===== src/rtl/core/fir_filter_direct_form_assert.svh =====
// Assertion macros for the filter top-level RTL.
`ifndef FIR_FILTER_DIRECT_FORM_ASSERT_SVH
`define FIR_FILTER_DIRECT_FORM_ASSERT_SVH

`ifndef ASSERT_OFF
// Same-cycle implication, ignored while reset is low.
`define FDF_ASSERT_IMPL(name, clk, rstn, ante, cons, msg) \
    name: assert property (@(posedge clk) disable iff (!rstn) (ante) |-> (cons)) \
        else $error(msg);
// Next-cycle implication, ignored while reset is low.
`define FDF_ASSERT_NEXT(name, clk, rstn, ante, cons, msg) \
    name: assert property (@(posedge clk) disable iff (!rstn) (ante) |=> (cons)) \
        else $error(msg);
`else
`define FDF_ASSERT_IMPL(name, clk, rstn, ante, cons, msg)
`define FDF_ASSERT_NEXT(name, clk, rstn, ante, cons, msg)
`endif

`endif


===== src/rtl/core/fdf_pkg.sv =====
`timescale 1ns / 1ps

package fdf_pkg;

    // Command carried in tuser
    localparam logic CMD_FILTER = 1'b0;
    localparam logic CMD_LOAD   = 1'b1;

    typedef enum logic [1:0] {
        S_CLEAR,
        S_IDLE,
        S_ISSUE,
        S_DRAIN
    } t_state;

    typedef struct packed {
        logic clear;
        logic valid;
    } t_mac_ctrl;

endpackage


===== src/rtl/core/fdf_mac.sv =====
`timescale 1ns / 1ps

module fdf_mac import fdf_pkg::*; #(
    parameter int SAMPLE_BITS = 16,
    parameter int ACC_W       = 39
) (
    input  logic                          i_clk,
    input  logic                          i_rst_n,
    input  t_mac_ctrl                     i_ctrl,
    input  logic signed [SAMPLE_BITS-1:0] i_coef,
    input  logic signed [SAMPLE_BITS-1:0] i_sample,
    output logic signed [ACC_W-1:0]       o_acc,
    output logic                          o_busy
);

    localparam int PROD_W = 2 * SAMPLE_BITS;

    logic signed [PROD_W-1:0] r_prod;
    logic                     r_prod_vld;
    logic signed [ACC_W-1:0]  r_acc;

    always_ff @(posedge i_clk) begin
        if (!i_rst_n) begin
            r_prod_vld <= 1'b0;
        end else begin
            r_prod_vld <= i_ctrl.valid;
        end
    end

    always_ff @(posedge i_clk) begin
        if (i_ctrl.valid) begin
            r_prod <= i_coef * i_sample;
        end
    end

    // sign-extend each product into the running sum; wraps at ACC_W bits
    always_ff @(posedge i_clk) begin
        if (!i_rst_n) begin
            r_acc <= '0;
        end else if (i_ctrl.clear) begin
            r_acc <= '0;
        end else if (r_prod_vld) begin
            r_acc <= r_acc + ACC_W'(r_prod);
        end
    end

    assign o_acc  = r_acc;
    assign o_busy = r_prod_vld;

endmodule


===== config.mk =====
export PLATFORM = sky130hd
export DESIGN_NAME = fdf_mac
export DESIGN_NICKNAME = d
export VERILOG_FILES = /design/src/rtl/core/fir_filter_direct_form_assert.svh /design/src/rtl/core/fdf_pkg.sv /design/src/rtl/core/fdf_mac.sv
export SDC_FILE = /design/constraint.sdc
export NUM_CORES = 1
export LEC_CHECK = 0
export BUFFER_PORTS_ARGS = -buffer_cell sky130_fd_sc_hd__buf_2
export CAP_MARGIN = 20
export CELL_PAD_IN_SITES_DETAIL_PLACEMENT = 1
export CELL_PAD_IN_SITES_GLOBAL_PLACEMENT = 2
export CORE_MARGIN = 2
export CORE_UTILIZATION = 39
export DETAILED_ROUTE_END_ITERATION = 8
export PLACE_DENSITY_LB_ADDON = 0.1
export SLEW_MARGIN = 5
export SYNTH_ARGS = -nofsm -noshare
export SYNTH_HDL_FRONTEND = slang
export SYNTH_SLANG_ARGS = --single-unit

===== constraint.sdc =====
create_clock -name i_clk -period 7.3 [get_ports i_clk]
set_clock_uncertainty 0.05 [all_clocks]
set_input_delay 0.365 -clock i_clk [delete_from_list [all_inputs] [get_ports i_clk]]
set_output_delay 0.365 -clock i_clk [all_outputs]
set_load 0.02 [all_outputs]

==> results.sh <==
export IMPL_layout_common_cells="sky130_fd_sc_hd__inv_1 (311), sky130_fd_sc_hd__fa_1 (263), sky130_fd_sc_hd__nand2_1 (161), sky130_fd_sc_hd__and2_1 (128), sky130_fd_sc_hd__ha_1 (120)"
export IMPL_timing_final_crit_share=0.847
export IMPL_netlist_instances=1551
export IMPL_finish_net_count=2008
export IMPL_floorplan_initialDensity=0.398
export IMPL_pin_count_of_the_biggest_net_entering_global_routing=39
export IMPL_yosysWarningCount=0
export IMPL_period_needed_ns=6.18
export IMPL_wl_per_cell_microns=17.9
export IMPL_stage_delay_of_the_slowest_cell_on_the_critical_path_ns=0.56
export IMPL_fmax_ghz=0.162
export IMPL_postCtsResizedCells=0
export IMPL_synth_seq_area_share=0.124
export IMPL_timing_final_setup_violations=0
export IMPL_slew_viol_final=0
export IMPL_tightestPinTransition_ns=0.800
export IMPL_synth_distinct_cells=64
export IMPL_worstPathCellList="buf_2, and2_1, fa_1, inv_1, fa_1, fa_1, fa_1, inv_1, fa_1, fa_1, ha_1, a21o_1, a21o_1, a21oi_1, a2bb2oi_1, a21oi_1, o31ai_1, nand2b_1, a21o_1, a21oi_1, xnor2_1"
export IMPL_result_of_the_run="complete, no violations"
export IMPL_cp_top_family="adder cells"
export IMPL_place_congestion=0.810
export IMPL_critPathLaunchType="input pin"
export IMPL_syn_area_sq_um=14200
export IMPL_clockBufferDepth=2
export IMPL_critPathSlowestCell="sky130_fd_sc_hd__fa_1"
export IMPL_register_area_sq_um=1760
export IMPL_total_clock_buffers_created_by_cts=9
export IMPL_cts_hold_repair_buffers=0
export IMPL_timing_critical_path_fanout_max=16
export IMPL_drt_iter0_drc=322
export IMPL_core_area_sq_um=35700
export IMPL_clk_pin_slew_ns=0.05
export IMPL_antenna_found_initial=0
export IMPL_drc=0
export IMPL_route_vias_total=10100
export IMPL_clock_sinks=72
export IMPL_hold_viol=0
export IMPL_max_cap_violations=0
export IMPL_synth_edf_count=32
export IMPL_wirelength_microns=36800
export IMPL_holdCritPathClass="input pin to flip-flop"
export IMPL_post_drt_via_cell_ratio=4.94
export IMPL_postSynth_topFlopCell="sky130_fd_sc_hd__dfxtp_1"
export IMPL_final_util=0.427
export IMPL_critical_path_buf_inv_count=3
export IMPL_cell_mode_on_critical_path="sky130_fd_sc_hd__fa_1"
export IMPL_timing_critical_path_arrival_ns=6.22
export IMPL_grt_first_pass_wirelength_microns=61000
export IMPL_worst_skew_pair_late_latency_ns=0.35
export IMPL_layout_filler_cells=4246
export IMPL_portBuffers=75
export IMPL_multi_input_area_sq_um=11100
export IMPL_area_growth_syn_to_layout_pct=7.42
export IMPL_drtAntennaViolNets=0
export IMPL_grt_overflow_total=0
export IMPL_layout_cells_most_common="sky130_fd_sc_hd__inv_1"
export IMPL_antenna_diode_count=0
export IMPL_dpl_worst_slack_ns=0.724
export IMPL_grt_usage=0.202
export IMPL_synth_net_count=1970
export IMPL_clock_tree_from_tritoncts="built"
export IMPL_std_cell_rows=69
export IMPL_drt_pass1_iterations=5
export IMPL_hpwlAfterDp_microns=30900
export IMPL_synth_area_per_cell_sq_um=9.17
export IMPL_synth_ff_latch_count=72
export IMPL_worst_slack_ns=1.12
export IMPL_die_extent_in_y_microns=195
export IMPL_grt_setup_unrepaired="no"
export IMPL_worst_endpoint_required_ns=7.35
export IMPL_vias_in_the_first_global_route=11100
export IMPL_postSynth_asyncResetShare=0
export IMPL_cts_max_level=3
export IMPL_cp_end_kind="flip-flop"
export IMPL_cts_setup_buffers=0
export IMPL_die_area_sq_um=38000
export IMPL_final_layout_size_suffix_gt1_frac=0.0652
export IMPL_path_class="input pin to flip-flop"
export IMPL_aggregate_negative_setup_slack_ns=0
export IMPL_floorplan_die_width_microns=195
export IMPL_ios=76
export IMPL_clock_tree_root_cell="sky130_fd_sc_hd__clkbuf_16"
export IMPL_timing_max_slew_rel_slack=0.467
==> final timing paths <==
kind                                              from                      to  slack (ns)  cells after the start
worst max-delay path                         i_coef[7]    r_prod[26]$_DFFE_PP_        1.12                     21
worst min-delay path                           i_rst_n       o_busy$_SDFF_PN0_        0.20                      2
worst max register to register   o_acc[0]$_SDFFE_PP0P_  o_acc[36]$_SDFFE_PP0P_        3.94                     13
worst min register to register  o_acc[36]$_SDFFE_PP0P_  o_acc[36]$_SDFFE_PP0P_        0.46                      2
==> state kept, by name, indices dropped and copies added, names as in the netlist <==
signal,count
o_busy,1
r_prod,32
o_acc,39
==> Yosys cell counts (14+ instances only) <==
library cell	n	area [sq um]
sky130_fd_sc_hd__nand3_1	15	75.1
sky130_fd_sc_hd__o21ai_0	26	130
sky130_fd_sc_hd__inv_1	311	1170
sky130_fd_sc_hd__clkbuf_1	44	165
sky130_fd_sc_hd__fa_1	263	5270
sky130_fd_sc_hd__edfxtp_1	32	961
sky130_fd_sc_hd__ha_1	120	1500
sky130_fd_sc_hd__a21o_1	36	270
sky130_fd_sc_hd__dfxtp_1	40	801
sky130_fd_sc_hd__mux2i_1	25	250
sky130_fd_sc_hd__xor2_1	25	219
sky130_fd_sc_hd__nand2b_1	14	87.6
sky130_fd_sc_hd__nor2_1	78	293
sky130_fd_sc_hd__xnor2_1	44	385
sky130_fd_sc_hd__and2_1	128	801
sky130_fd_sc_hd__a21oi_1	64	320
sky130_fd_sc_hd__nand2_1	161	604
==> per-layer routing <==
layer	vias up	GRT usage	share of wire
met3	13	0.0194	0.030
met2	144	0.329	0.45
li1	4901	-	-
met4	0	0.0305	0.0067
met1	5085	0.299	0.51
met5	-	0	0
==> kinds of logic after synthesis <==
logic type | share of synthesized area
and+or+nand+nor | 0.148
adders and majority gates | 0.476
buffers and inverters | 0.0962
AOI/OAI and AO/OA | 0.0955
DFF | 0.124
xor gates and xnor gates | 0.0425
muxes | 0.0176
==> area by class of cell <==
cell class / count / share of cell area
multi-input cells: 1115 / 0.726
repair buffers: 78 / 0.0261
clock buffers: 13 / 0.0166
flip-flops and latches: 72 / 0.115
inverters: 313 / 0.0769
well taps: 461 / 0.0378
clock inverters: 3 / 0.00115
==> stage by stage <==
stage	hold slack [ns]	cell area [sq um]	cells
6_report	0.202	15300	2055
5_1_grt	0.210	15300	2055
4_1_cts	0.194	15300	2055
3_5_place_dp	0.453	15000	2039
3_3_place_gp	0.451	15000	2039
2_1_floorplan	0.427	14200	1551
Power is not shown: default switching activity piles up to over one toggle a cycle in this logic, so the estimate is an artifact.
